--- src/rtl/ufc_pkg.sv ---
// ----------------------------------------------------------------------------
// ufc_pkg
// Shared types, constants and helpers of the UDP/IPv4 frame checker.
// ----------------------------------------------------------------------------
package ufc_pkg;

  localparam logic [15:0] ETHERTYPE_IPV4 = 16'h0800;
  localparam logic [15:0] UDP_PROTOCOL   = 16'd17;
  localparam logic [15:0] COUNT_MAX      = 16'hFFFF;
  localparam int          ETH_HDR_LEN    = 14;
  localparam int          IP_MIN_HDR     = 20;
  localparam int          UDP_HDR_LEN    = 8;
  localparam int          MIN_FRAME_LEN  = ETH_HDR_LEN + IP_MIN_HDR + UDP_HDR_LEN;

  typedef enum logic [2:0] {
    ST_OK       = 3'd0,
    ST_SHORT    = 3'd1,
    ST_NOT_IPV4 = 3'd2,
    ST_BAD_IHL  = 3'd3,
    ST_IP_SUM   = 3'd4,
    ST_UDP_LEN  = 3'd5,
    ST_UDP_SUM  = 3'd6
  } status_t;

  typedef struct packed {
    logic [7:0] data_byte;
    logic       last;
  } byte_item_t;

  typedef struct packed {
    logic [2:0]  status;
    logic [15:0] source_port;
    logic [31:0] source_address;
    logic [6:0]  payload_offset;
    logic [15:0] payload_length;
  } result_t;

  // everything gathered over one frame, as it stands after the final byte
  typedef struct packed {
    logic [15:0] pos;
    logic [15:0] ether_kind;
    logic [5:0]  header_bytes;
    logic [15:0] ip_sum_acc;
    logic [15:0] udp_sum_acc;
    logic [31:0] src_ip;
    logic [31:0] dst_ip;
    logic [15:0] src_udp_port;
    logic [15:0] udp_total_len;
    logic [15:0] stored_udp_sum;
    logic [7:0]  odd_byte_hold;
  } frame_sum_t;

  // ones' complement add with end-around carry
  function automatic logic [15:0] oc_add(input logic [15:0] acc, input logic [15:0] word);
    logic [16:0] s;
    s = {1'b0, acc} + {1'b0, word};
    return s[15:0] + {15'd0, s[16]};
  endfunction

endpackage

--- src/rtl/ufc_parse.sv ---
// ----------------------------------------------------------------------------
// ufc_parse
// Per-byte field capture and checksum accumulation; hands a frame summary
// to the judge stage at the final byte and clears for the next frame.
// ----------------------------------------------------------------------------
module ufc_parse import ufc_pkg::*; (
  input  logic       clk,
  input  logic       rst,
  input  logic       byte_valid,
  output logic       byte_ready,
  input  byte_item_t byte_item,
  output logic       sum_valid,
  input  logic       sum_ready,
  output frame_sum_t sum
);

  logic [15:0] byte_count;
  logic [15:0] ether_kind, ether_kind_next;
  logic [5:0]  header_bytes, header_bytes_next;
  logic [15:0] ip_sum_acc, ip_sum_acc_next;
  logic [15:0] udp_sum_acc, udp_sum_acc_next;
  logic [31:0] src_ip, src_ip_next;
  logic [31:0] dst_ip, dst_ip_next;
  logic [15:0] src_udp_port, src_udp_port_next;
  logic [15:0] udp_total_len, udp_total_len_next;
  logic [15:0] stored_udp_sum, stored_udp_sum_next;
  logic [7:0]  odd_byte_hold, odd_byte_hold_next;

  logic        fire;
  logic [7:0]  b;
  logic [15:0] pos;
  logic [16:0] ip_end;
  logic        in_ip, in_udp;
  logic [15:0] k;
  logic [7:0]  v;

  assign fire       = byte_valid && byte_ready;
  assign byte_ready = !sum_valid || sum_ready;
  assign b          = byte_item.data_byte;
  assign pos        = byte_count;

  always_comb begin
    ether_kind_next     = ether_kind;
    header_bytes_next   = header_bytes;
    ip_sum_acc_next     = ip_sum_acc;
    udp_sum_acc_next    = udp_sum_acc;
    src_ip_next         = src_ip;
    dst_ip_next         = dst_ip;
    src_udp_port_next   = src_udp_port;
    udp_total_len_next  = udp_total_len;
    stored_udp_sum_next = stored_udp_sum;
    odd_byte_hold_next  = odd_byte_hold;
    v                   = b;

    if (pos == 16'd12) begin
      ether_kind_next = {b, 8'h00};
    end else if (pos == 16'd13) begin
      ether_kind_next = ether_kind | {8'h00, b};
    end
    if (pos == 16'(ETH_HDR_LEN)) begin
      header_bytes_next = {b[3:0], 2'b00};
    end

    // header length takes effect on the byte that carries it
    ip_end = 17'(ETH_HDR_LEN) + {11'd0, header_bytes_next};
    in_ip  = (pos >= 16'(ETH_HDR_LEN)) && ({1'b0, pos} < ip_end);
    in_udp = !in_ip && (header_bytes_next >= 6'(IP_MIN_HDR)) && ({1'b0, pos} >= ip_end);
    k      = pos - ip_end[15:0];

    if (in_ip) begin
      // word parity follows pos, since the header starts on an even offset
      if (!pos[0]) begin
        odd_byte_hold_next = b;
      end else begin
        ip_sum_acc_next = oc_add(ip_sum_acc, {odd_byte_hold, b});
      end
      if (pos >= 16'd26 && pos < 16'd30) begin
        src_ip_next = {src_ip[23:0], b};
      end else if (pos >= 16'd30 && pos < 16'd34) begin
        dst_ip_next = {dst_ip[23:0], b};
      end
    end else if (in_udp) begin
      unique case (k)
        16'd0: src_udp_port_next = {b, 8'h00};
        16'd1: src_udp_port_next = src_udp_port | {8'h00, b};
        16'd4: udp_total_len_next = {b, 8'h00};
        16'd5: udp_total_len_next = udp_total_len | {8'h00, b};
        16'd6: begin
          stored_udp_sum_next = {b, 8'h00};
          v = 8'h00;
        end
        16'd7: begin
          stored_udp_sum_next = stored_udp_sum | {8'h00, b};
          v = 8'h00;
        end
        default: ;
      endcase
      // bytes past the udp length are padding
      if (k < 16'd6 || k < udp_total_len_next) begin
        if (!pos[0]) begin
          odd_byte_hold_next = v;
        end else begin
          udp_sum_acc_next = oc_add(udp_sum_acc, {odd_byte_hold, v});
        end
      end
    end
  end

  always_ff @(posedge clk) begin
    if (rst) begin
      byte_count     <= '0;
      ether_kind     <= '0;
      header_bytes   <= '0;
      ip_sum_acc     <= '0;
      udp_sum_acc    <= '0;
      src_ip         <= '0;
      dst_ip         <= '0;
      src_udp_port   <= '0;
      udp_total_len  <= '0;
      stored_udp_sum <= '0;
      odd_byte_hold  <= '0;
      sum_valid      <= 1'b0;
    end else begin
      if (sum_valid && sum_ready) begin
        sum_valid <= 1'b0;
      end
      if (fire) begin
        if (byte_item.last) begin
          sum_valid      <= 1'b1;
          byte_count     <= '0;
          ether_kind     <= '0;
          header_bytes   <= '0;
          ip_sum_acc     <= '0;
          udp_sum_acc    <= '0;
          src_ip         <= '0;
          dst_ip         <= '0;
          src_udp_port   <= '0;
          udp_total_len  <= '0;
          stored_udp_sum <= '0;
          odd_byte_hold  <= '0;
        end else begin
          if (byte_count != COUNT_MAX) begin
            byte_count <= byte_count + 16'd1;
          end
          ether_kind     <= ether_kind_next;
          header_bytes   <= header_bytes_next;
          ip_sum_acc     <= ip_sum_acc_next;
          udp_sum_acc    <= udp_sum_acc_next;
          src_ip         <= src_ip_next;
          dst_ip         <= dst_ip_next;
          src_udp_port   <= src_udp_port_next;
          udp_total_len  <= udp_total_len_next;
          stored_udp_sum <= stored_udp_sum_next;
          odd_byte_hold  <= odd_byte_hold_next;
        end
      end
    end
  end

  // frame summary register
  always_ff @(posedge clk) begin
    if (fire && byte_item.last) begin
      sum.pos            <= pos;
      sum.ether_kind     <= ether_kind_next;
      sum.header_bytes   <= header_bytes_next;
      sum.ip_sum_acc     <= ip_sum_acc_next;
      sum.udp_sum_acc    <= udp_sum_acc_next;
      sum.src_ip         <= src_ip_next;
      sum.dst_ip         <= dst_ip_next;
      sum.src_udp_port   <= src_udp_port_next;
      sum.udp_total_len  <= udp_total_len_next;
      sum.stored_udp_sum <= stored_udp_sum_next;
      sum.odd_byte_hold  <= odd_byte_hold_next;
    end
  end

  a_last_clears: assert property (@(posedge clk) disable iff (rst)
    fire && byte_item.last |=> byte_count == 16'd0 && sum_valid)
    else $error("frame state not cleared after final byte");

  a_count_steps: assert property (@(posedge clk) disable iff (rst)
    fire && !byte_item.last && byte_count != COUNT_MAX
    |=> byte_count == $past(byte_count) + 16'd1)
    else $error("byte count did not advance by one");

endmodule

--- config.mk ---
export PLATFORM = sky130hd
export DESIGN_NAME = ufc_parse
export DESIGN_NICKNAME = d
export VERILOG_FILES = /design/src/rtl/ufc_pkg.sv /design/src/rtl/ufc_parse.sv
export SDC_FILE = /design/constraint.sdc
export NUM_CORES = 1
export LEC_CHECK = 0
export BUFFER_PORTS_ARGS = -buffer_cell sky130_fd_sc_hd__buf_2
export CAP_MARGIN = 20
export CORE_UTILIZATION = 47
export DETAILED_ROUTE_END_ITERATION = 10
export PLACE_DENSITY = 0.75
export SKIP_CTS_REPAIR_TIMING = 1
export SLEW_MARGIN = 20
export SYNTH_ARGS = -nofsm -noshare
export SYNTH_HDL_FRONTEND = slang
export SYNTH_SLANG_ARGS = --single-unit
--- constraint.sdc ---
create_clock -name clk -period 21.2 [get_ports clk]
set_input_delay 1.06 -clock clk [delete_from_list [all_inputs] [get_ports clk]]
set_output_delay 1.06 -clock clk [all_outputs]
set_load 0.02 [all_outputs]
After elaboration in Yosys (flattened, before gate mapping)
Cells that the tools add are included.
W data, S select, Z words.

word-level totals
  register bits = 381
  input bits = 13
  output and inout bits = 192
  word-level logic and storage cells = 117

operators by class
  add/sub/neg operators = 7
  magnitude comparators = 10
  equal/unequal tests = 9
  multiplexer cells = 48
  bitwise logic cells = 4
  reduce and logical (&&, ||, !) cells = 16

operators with widths
  kind                     number
  $mux W16                 24
  $mux W32                 7
  $pmux W16 S2             3
  $mux W8                  9
  $eq A16 B3 Y1 const B    4
  $or A16 B8 Y16           4
  $eq A16 B4 Y1 const B    3
  $add A16 B16 Y17         2
  $add A16 B1 Y16          2
  $ge A16 B5 Y1 const B    2
  $add A16 B1 Y16 const B  1
  $eq A16 B1 Y1 const B    1
  $ge A16 B4 Y1 const B    1
  $ge A16 B7 Y1            1
  $logic_not A16 Y1        1
  $lt A16 B16 Y1           1
  $lt A16 B3 Y1 const B    1
  $lt A16 B5 Y1 const B    1
  $lt A16 B6 Y1 const B    1
  $lt A16 B7 Y1            1
  $ne A16 B16 Y1 const B   1
  $sub A16 B7 Y16          1
  $mux W6                  2
  $logic_and A1 B1 Y1      8
  8 further kinds          12

Logic depth before layout (Yosys ltp)
Gate-level depths: netlist (run 1).

  word-level depth = 17
  gate-level depth with buffers = 42
  gate-level depth less buffers = 39

Worst setup path before layout (run 1)
Ideal clock, no wire load.

  path kind = flip-flop to flip-flop
  start = register byte_count[5]
  end = register sum[131] in the netlist's numbering, data pin
  setup time = 260 ps
  data arrival time = 7992 ps
  required time = 20940 ps
  path slack = 12948 ps
  stages on the path, launching flop included = 42
  buffers on the path = 4
  clock period less this slack = 8252 ps
  cells stage by stage = dfxtp_1 > clkbuf_1 > or4_1 > nor4_1 > nand2_1 > and2_1 > inv_1 > nand2_1 > nor2_1 > or3_1 > nand2_1 > ha_1 > clkbuf_1 > a21oi_1 > mux2_2 > or3_1 > clkbuf_1 > nand4_1 > [... 6 more ...] > nor2b_1 > o21ai_0 > a211o_1 > nand2_1 > a22oi_1 > o2111a_1 > mux2i_1 > a21oi_1 > a21oi_1 > a21o_1 > a21o_1 > ha_1 > and3_1 > nand3_1 > nor3_1 > nand4_1 > xor2_1 > mux2_2

between the ends
  word-level cells in the longest chain between the ends = 15
  elaborated cells between the ends (all ways) = 32
  classes of those cells = add/sub (4); order compare (6); eq/ne (5); mux (11); reduce/logical (6)

ends and longest elaborated chain
  element                            RTL line          source
  from (decl)                        ufc_parse.sv:17   logic [15:0] byte_count;
  from (signal assigned)             ufc_parse.sv:143  byte_count <= byte_count + 16'd1;
  $eq A16 B4 Y1                      ufc_parse.sv:60   if (pos == 16'(ETH_HDR_LEN)) begin
  $mux W6                            ufc_parse.sv:60
  $add A4 B6 Y7                      ufc_parse.sv:65   ip_end = 17'(ETH_HDR_LEN) + {11'd0, header_bytes_next};
  $sub A16 B7 Y16                    ufc_parse.sv:68   k = pos - ip_end[15:0];
  $eq A16 B3 Y1                      ufc_parse.sv:83   unique case (k)
  $reduce_or A2 Y1 (no source line)  n/a
  $mux W8                            ufc_parse.sv:83
  $mux W8                            ufc_parse.sv:82   end else if (in_udp) begin
  $mux W8                            ufc_parse.sv:70   if (in_ip) begin
  $add A16 B16 Y17                   ufc_pkg.sv:56     s = {1'b0, acc} + {1'b0, word};
  $add A16 B1 Y16                    ufc_pkg.sv:57     return s[15:0] + {15'd0, s[16]};
  $mux W16                           ufc_parse.sv:100  if (!pos[0]) begin
  $mux W16                           ufc_parse.sv:99   if (k < 16'd6 || k < udp_total_len_next) begin
  $mux W16                           ufc_parse.sv:82
  $mux W16 *                         ufc_parse.sv:70
  named net udp_sum_acc_next[11]     ufc_parse.sv:21   logic [15:0] udp_sum_acc, udp_sum_acc_next;
  to (decl)                          ufc_parse.sv:14   output frame_sum_t sum

Mark *: on every way through the listed nets, which the timed path passes. The rest lies on a longest branch. The select of a mux whose other input is x is not followed.
A chain may end at the register's enable or synchronous reset.

Worst setup path after layout (run 1)
  start = register byte_count[5]
  end = register udp_sum_acc[6]

between the ends
  word-level cells in the longest chain between the ends = 16
  elaborated cells between the ends (all ways) = 33
  classes of those cells = add/sub (4); order compare (6); eq/ne (5); mux (12); reduce/logical (6)

ends and longest elaborated chain
  element                            RTL line          source
  $eq A16 B4 Y1 *                    ufc_parse.sv:60
  $mux W6 *                          ufc_parse.sv:60
  named net header_bytes_next[3]     ufc_parse.sv:19   logic [5:0] header_bytes, header_bytes_next;
  $add A4 B6 Y7                      ufc_parse.sv:65
  $sub A16 B7 Y16                    ufc_parse.sv:68
  $eq A16 B3 Y1                      ufc_parse.sv:83
  $reduce_or A2 Y1 (no source line)  n/a
  $mux W8                            ufc_parse.sv:83
  [... 2 more ...]                   n/a
  $add A16 B16 Y17                   ufc_pkg.sv:56
  $add A16 B1 Y16                    ufc_pkg.sv:57
  $mux W16                           ufc_parse.sv:100
  $mux W16                           ufc_parse.sv:99
  $mux W16                           ufc_parse.sv:82
  $mux W16 *                         ufc_parse.sv:70
  named net udp_sum_acc_next[6]      ufc_parse.sv:21
  $mux W16 *                         ufc_parse.sv:128  if (byte_item.last) begin
  to (signal assigned)               ufc_parse.sv:148  udp_sum_acc <= udp_sum_acc_next;
  to (decl)                          ufc_parse.sv:21

Marks and branches as above.

==> run metrics, run 1 <==
max FFs per register 190; max-cap viol count 0; setup TNS after final layout 0 ns; synthesis-stage register bit count 381; biggest registers after layout sum x190, dst_ip x32, src_ip x32; post-synthesis net count 1750; final setup violating endpoints 0; status completed; chip height 197.5 um; average cell area after synthesis 10.71 um2; pin count of the biggest net entering global routing 115; fmax 0.1014 GHz; global router's overall resource usage 24.50%; fill count 3307; multi-input combinational cell area 0.007914 mm2; Detail Route Antenna Nets 0; initial drt markers 1087; signed area change from the synthesized netlist to the final layout 15.04%; register clock-pin slew on the reported worst setup and hold paths 0.06 ns; VDD IR max 0.06871 mV; transition time at the pin with the least slew margin 1.022 ns; count of flip-flops with a built-in enable after synthesis 190; global-route wire length before repair 73370 um; vias in the first global route 13278; final number of hold-violating endpoints 0; antenna violations before repair 1; Met3 Wirelength 4098 um; count of yosys warnings during synthesis 0; initial core utilization 47.68%; Slowest cell on crit path sky130_fd_sc_hd__a2111oi_2; buffer and inverter count on the worst path 1; post-detailed-routing wire length 48540 um; Leak Pwr 8.107 nW; maximum fanout along the worst path 22; placement row count 71; pins over their slew limit 0; portion of the post-synthesis area used by sequential elements 53.06%; Final HPWL DP 32200 um; CP dominant cell by count sky130_fd_sc_hd__nand2_1; Max Clock Skew 0.02024 ns; required time reported for the critical path endpoint 21.69 ns; count of boundary I/O pins 205; filler-free cell count of the finished design 2374; time the worst path needs with I/O delays and setup 9.864 ns; share of synthesized flip-flops with an asynchronous set or reset 0%; depth of the worst register-to-register path 30; overall overflow remaining after global route 0; PD cells 76.27 mW/mm2; total via count after detailed routing 13746; register with the most flip-flops sum; Setup Slack @ Placement 11.50 ns; Max Root-Sink Buffers 3; Post-Synthesis Cell Area 0.01796 mm2; peak per-stage delay on the critical path 0.63 ns; Clock Latency Late Sink 0.57 ns; sequential standard cell area 0.009529 mm2; instance count on the critical path 30; final weighted congestion of routability-driven global placement 0.9218; number of nets in the layout 1903; metal1 wirelength 19690 um; TritonCTS clock tree done; share of layout cells above drive strength 1 21.43%; cell at the root of the clock tree sky130_fd_sc_hd__clkbuf_16; final worst setup slack 11.34 ns; via/cell ratio 5.790; share of the clock period used by the worst path 46.53%; critical register-to-register path startpoint byte_count[5]; area of the core 0.03767 mm2; CP Launch Type flip-flop; setup repair after global routing missed its margin false; number of search-and-repair iterations in the first detailed-routing pass 6; CP endpoint kind flip-flop; IO buf count 204; Die Area 0.03900 mm2; Met2 Routed Length 23160 um; total clock buffers created by CTS 41; average wire length per cell after detail routing 20.44 um; count of placed standard cells including taps 2298; Critical Path Start byte_count[5]; overall die width 197.5 um; endpoint of the worst register-to-register path udp_sum_acc[6]; critical setup path kind flip-flop to flip-flop; arrival time at the worst endpoint 10.35 ns; worst max-slew margin expressed relative to the limit 31.83%; top routing layer used met4; total number of clock tree sinks 381; Top delay family on crit path simple AND/OR/NAND/NOR gates; worst setup path endpoint udp_sum_acc[6]; number of levels in the clock H-tree 2; dominant register cell in the synthesized netlist sky130_fd_sc_hd__dfxtp_1; residual DRC count 0; number of standard cells after synthesis 1677; number of distinct library cells after synthesis 81; Hold WC Path Type flip-flop to flip-flop; slack of the worst reg-to-reg path 11.34 ns
report_power, final:
| part | internal [W] | switching (W) |
|---|---|---|
| sequential | 0.000785 | 0.00000479 |
| combinational | 0.0000169 | 0.0000688 |
| clock | 0.000406 | 0.000294 |
cell usage after synthesis (3+ instances only):
cell | n | share of area, %
sky130_fd_sc_hd__buf_1 | 4 | 0.084
sky130_fd_sc_hd__nand2b_1 | 8 | 0.28
sky130_fd_sc_hd__buf_2 | 7 | 0.20
sky130_fd_sc_hd__xnor2_1 | 45 | 2.2
sky130_fd_sc_hd__a211oi_1 | 6 | 0.25
sky130_fd_sc_hd__maj3_1 | 3 | 0.17
sky130_fd_sc_hd__a22oi_1 | 167 | 7.0
sky130_fd_sc_hd__ha_1 | 57 | 4.0
sky130_fd_sc_hd__mux2i_1 | 18 | 1.0
sky130_fd_sc_hd__a211o_1 | 5 | 0.24
sky130_fd_sc_hd__o21ai_1 | 4 | 0.11
sky130_fd_sc_hd__a21o_1 | 29 | 1.2
sky130_fd_sc_hd__o21a_1 | 8 | 0.33
sky130_fd_sc_hd__o21ai_0 | 47 | 1.3
sky130_fd_sc_hd__o21bai_1 | 7 | 0.29
sky130_fd_sc_hd__nand3_1 | 31 | 0.86
sky130_fd_sc_hd__edfxtp_1 | 190 | 32
sky130_fd_sc_hd__a31oi_1 | 10 | 0.35
sky130_fd_sc_hd__and2_1 | 15 | 0.52
sky130_fd_sc_hd__clkbuf_1 | 95 | 2.0
sky130_fd_sc_hd__xor2_1 | 36 | 1.8
sky130_fd_sc_hd__nor2_1 | 247 | 5.2
sky130_fd_sc_hd__nor3_1 | 19 | 0.53
sky130_fd_sc_hd__nor3b_1 | 5 | 0.21
sky130_fd_sc_hd__nor4_1 | 7 | 0.24
sky130_fd_sc_hd__or4_1 | 4 | 0.17
sky130_fd_sc_hd__or2_2 | 3 | 0.10
sky130_fd_sc_hd__nand4_1 | 15 | 0.52
sky130_fd_sc_hd__nor2b_1 | 5 | 0.17
sky130_fd_sc_hd__a22o_1 | 8 | 0.39
sky130_fd_sc_hd__a21oi_1 | 68 | 1.9
sky130_fd_sc_hd__fa_1 | 3 | 0.33
sky130_fd_sc_hd__nand3b_1 | 5 | 0.21
sky130_fd_sc_hd__and3_1 | 8 | 0.28
sky130_fd_sc_hd__o211ai_1 | 4 | 0.17
sky130_fd_sc_hd__or3_1 | 10 | 0.35
sky130_fd_sc_hd__inv_1 | 33 | 0.69
sky130_fd_sc_hd__and4_1 | 3 | 0.15
sky130_fd_sc_hd__mux2_2 | 99 | 6.2
sky130_fd_sc_hd__nand2_1 | 92 | 1.9
sky130_fd_sc_hd__o31ai_1 | 5 | 0.21
sky130_fd_sc_hd__dfxtp_1 | 191 | 21
placed cells by master, fill, tap and decap left out, drive strengths merged, types with 4 or more instances in the layout:
cell	count
nor2	247
buf	217
dfxtp	191
edfxtp	190
a22oi	167
mux2	99
nand2	92
a21oi	68
ha	57
clkbuf	55
o21ai	51
xnor2	45
inv	37
xor2	36
nand3	31
a21o	29
nor3	21
mux2i	18
and2	17
nand4	15
clkinv	12
or3	11
a31oi	10
nand2b	8
o21a	8
and3	8
a22o	8
nor4	8
o21bai	8
a211oi	6
nor3b	6
a211o	5
nor2b	5
nand3b	5
o31ai	5
or4	5
o211ai	4
or2	4
layout make-up:
class                           count  area share, %
Clock buffer                       55          5.517
Tap cell                          511          3.095
Antenna cell                        1        0.01211
Inverter                           33         0.6359
Timing Repair Buffer              217          5.444
Multi-Input combinational cell   1156          38.30
Clock inverter                     20         0.8720
Sequential cell                   381          46.12
through the flow:
| step | hold slack [ns] | power, W | cell area (um2) | util (%) |
|---|---|---|---|---|
| 3_3_place_gp | 0.4468 | 0.0008908 | 19340 | 51.34 |
| 6_report | 0.4703 | 0.001576 | 20660 | 54.85 |
| 5_1_grt | 0.4882 | 0.001622 | 20660 | 54.85 |
| 3_5_place_dp | 0.4555 | 0.0008916 | 19340 | 51.34 |
| 4_1_cts | 0.4692 | 0.001588 | 20660 | 54.85 |
| 2_1_floorplan | 0.4209 | 0.0008595 | 17960 | - |
worst reg2reg max path, delay by kind of cell (launching register included):
| kind | cells | cell delay (ns) |
|---|---|---|
| compound gates | 12 | 3.16 |
| fa+ha+maj | 2 | 0.70 |
| simple gates | 12 | 4.50 |
| buf+inv | 1 | 0.16 |
| xor+xnor | 1 | 0.26 |
| mux | 2 | 0.59 |
| flops | 1 | 0.43 |
worst min-delay path by stage:
stage                          from         endpoint  slack [ns]  cells after the start
global placement    header_bytes[0]  header_bytes[0]        0.45                      1
floorplan           header_bytes[0]  header_bytes[0]        0.42                      1
global route        header_bytes[0]  header_bytes[0]        0.49                      1
CTS                 header_bytes[0]  header_bytes[0]        0.47                      1
finish              header_bytes[0]  header_bytes[0]        0.47                      1
detailed placement  header_bytes[0]  header_bytes[0]        0.46                      1
metal layers:
| layer | GRT usage, % | vias to the layer above |
|---|---|---|
| met4 | 10.13 | 0 |
| met5 | 0 | - |
| met1 | 30.26 | 6695 |
| li1 | - | 6475 |
| met3 | 6.539 | 98 |
| met2 | 40.44 | 478 |
cell families (layout without fill, tap and decap cells):
logic type	count (synthesis)	in the layout	share of synthesized area [%]
compound gates	402	402	15.58
xor+xnor	83	83	4.208
fa+ha+maj	63	63	4.473
buf+inv	140	325	3.017
flops	381	381	53.06
mux	117	117	7.211
other cells	0	1	0
simple gates	491	491	12.45
Power figures use the tool's default switching activity.
==> run 2, diff against run 1 <==
Settings changed: PLACE_DENSITY 0.75 to 0.78.
Clock period 21.2 ns to 8.44 ns, I/O delays scaled along.
==> run metrics, run 2 (same netlist as run 1, synthesis figures left out) <==
vias in the first global route 13760 (+3.6%); Detail Route Antenna Nets 0 (unchanged); Slowest cell on crit path sky130_fd_sc_hd__or4_4; critical register-to-register path startpoint byte_count[4]; total via count after detailed routing 14139 (+2.9%); max-cap viol count 0 (unchanged); initial core utilization 47.68% (unchanged); Max Clock Skew 0.02496 ns (+0.004729 ns); filler-free cell count of the finished design 2424 (+2.1%); n_diodes 0 (-1); register with the most flip-flops sum; worst max-slew margin expressed relative to the limit 28.71% (-3.1 points); final weighted congestion of routability-driven global placement 0.9250 (+0.35%); antenna violations before repair 0 (-1); biggest registers after layout sum x190, dst_ip x32, src_ip x32; global router's overall resource usage 25.28% (+0.79 points); CP endpoint kind flip-flop; top routing layer used met4; count of boundary I/O pins 205 (unchanged); VDD IR max 0.1705 mV (+150%); PD cells 189.6 mW/mm2 (+150%); Critical Path Start byte_count[4]; status completed; final worst setup slack 0.3867 ns (-10.95 ns); Hold WC Path Type primary input to flip-flop; share of layout cells above drive strength 1 24.88% (+3.5 points); Setup Slack @ Placement -0.1456 ns (-11.64 ns); final number of hold-violating endpoints 0 (unchanged); cell at the root of the clock tree sky130_fd_sc_hd__clkbuf_16; total number of clock tree sinks 381 (unchanged); time the worst path needs with I/O delays and setup 8.053 ns (-1.811 ns); number of search-and-repair iterations in the first detailed-routing pass 6 (unchanged); Met2 Routed Length 24290 um (+4.9%); commonest cells after routing, fill and taps aside sky130_fd_sc_hd__nor2_1 (243), sky130_fd_sc_hd__buf_2 (203), sky130_fd_sc_hd__dfxtp_1 (191); final setup violating endpoints 0 (unchanged); TritonCTS clock tree done; average wire length per cell after detail routing 20.61 um (+0.79%); CP Launch Type flip-flop; area of all placed cells without fillers 0.02129 mm2 (+3.1%); metal1 wirelength 20620 um (+4.8%); total clock buffers created by CTS 40 (-2.4%); post-detailed-routing wire length 49950 um (+2.9%); overall die width 197.5 um (unchanged); pin count of the biggest net entering global routing 141 (+23%); overall overflow remaining after global route 0 (unchanged); max FFs per register 190 (unchanged); arrival time at the worst endpoint 8.38 ns (-1.97 ns); initial drt markers 1019 (-6.3%); worst hold start rst; Util after Layout 56.53% (+1.7 points); Leak Pwr 8.433 nW (+4.0%); via/cell ratio 5.833 (+0.74%); area of the core 0.03767 mm2 (unchanged); Met3 Wirelength 3640 um (-11%); peak per-stage delay on the critical path 0.55 ns (-0.08 ns); fill count 3251 (-1.7%); placement row count 71 (unchanged); transition time at the pin with the least slew margin 1.069 ns (+0.04681 ns); Final HPWL DP 33090 um (+2.8%); Clock Latency Late Sink 0.59 ns (+0.02 ns); count of placed standard cells including taps 2344 (+2.0%); critical setup path kind flip-flop to flip-flop; pins over their slew limit 0 (unchanged); maximum fanout along the worst path 8 (-64%); required time reported for the critical path endpoint 8.76 ns (-12.93 ns); most common cell after layout, fill and taps aside sky130_fd_sc_hd__nor2_1; Die Area 0.03900 mm2 (unchanged); share of the clock period used by the worst path 95.42% (+49 points); fmax 0.1242 GHz (+22%); number of levels in the clock H-tree 2 (unchanged); IO buf count 204 (unchanged); chip height 197.5 um (unchanged); Max Root-Sink Buffers 3 (unchanged); global-route wire length before repair 76380 um (+4.1%); register clock-pin slew on the reported worst setup and hold paths 0.06 ns (about the same); setup repair after global routing missed its margin true; number of nets in the layout 1955 (+2.7%); signed area change from the synthesized netlist to the final layout 18.56%; residual DRC count 0 (unchanged); cell area after placement 0.01970 mm2 (+1.9%); total power 0.004038 W (+160%); CP dominant cell by count sky130_fd_sc_hd__a21o_1
-- run 2: changes by cell type in the layout (fill, tap and decap cells not counted), sizes merged --
cell / change
clkinvlp: -2
clkbuf: -4
inv: -3
clkinv: +4
buf: +53
diode: -1
bufinv: +3
-- run 2: worst paths after layout --
path / depth (start not counted) / to / slack (ns)
hold reg to reg: 1 / header_bytes[0] / 0.46
hold / removal: 2 / ip_sum_acc[8] / 0.23
setup / recovery: 35 / sum[132] / 0.39
setup reg to reg: 35 / sum[132] / 0.39
-- run 2: worst max-delay path, delay by kind of cell (launching register included) --
kind / cells / cell delay [ns]
mux: 3 / 0.63
buf+inv: 2 / 0.28
flops: 1 / 0.31
fa+ha+maj: 4 / 0.96
simple gates: 13 / 3.38
xor+xnor: 1 / 0.08
compound gates: 12 / 2.14
-- run 2: metal layers --
metal	vias to the layer above	GRT usage, %
met1	6937	31.90
met5	-	0
met3	90	6.129
met2	530	42.14
met4	0	8.900
li1	6582	-
-- run 2: layout make-up --
class,instances,area (um2),share of cell area (%)
tap,511,639.4,3.003
timing repair buffer,270,1531,7.192
sequential,381,9529,44.75
multi-input combinational,1156,8092,38.00
inverter,33,131.4,0.6170
clock buffer,51,1062,4.989
clock inverter,22,307.8,1.446
-- run 2: stage by stage --
step / hold slack (ns) / setup TNS, ns
after detailed placement: 0.4374 / -0.3594
final: 0.2316 / 0
after CTS: 0.2016 / -0.8760
after floorplan: 0.4209 / 0
after global routing: 0.2220 / -0.1923
after global placement: 0.4456 / 0
-- run 2: report_power, final --
| group | leakage (nW) | total (W) | internal [W] | switching [W] |
|---|---|---|---|---|
| clock | 0.671 | 0.00183 | 0.00106 | 0.000772 |
| combinational | 4.45 | 0.000219 | 0.0000449 | 0.000174 |
| sequential | 3.31 | 0.00198 | 0.00197 | 0.0000113 |
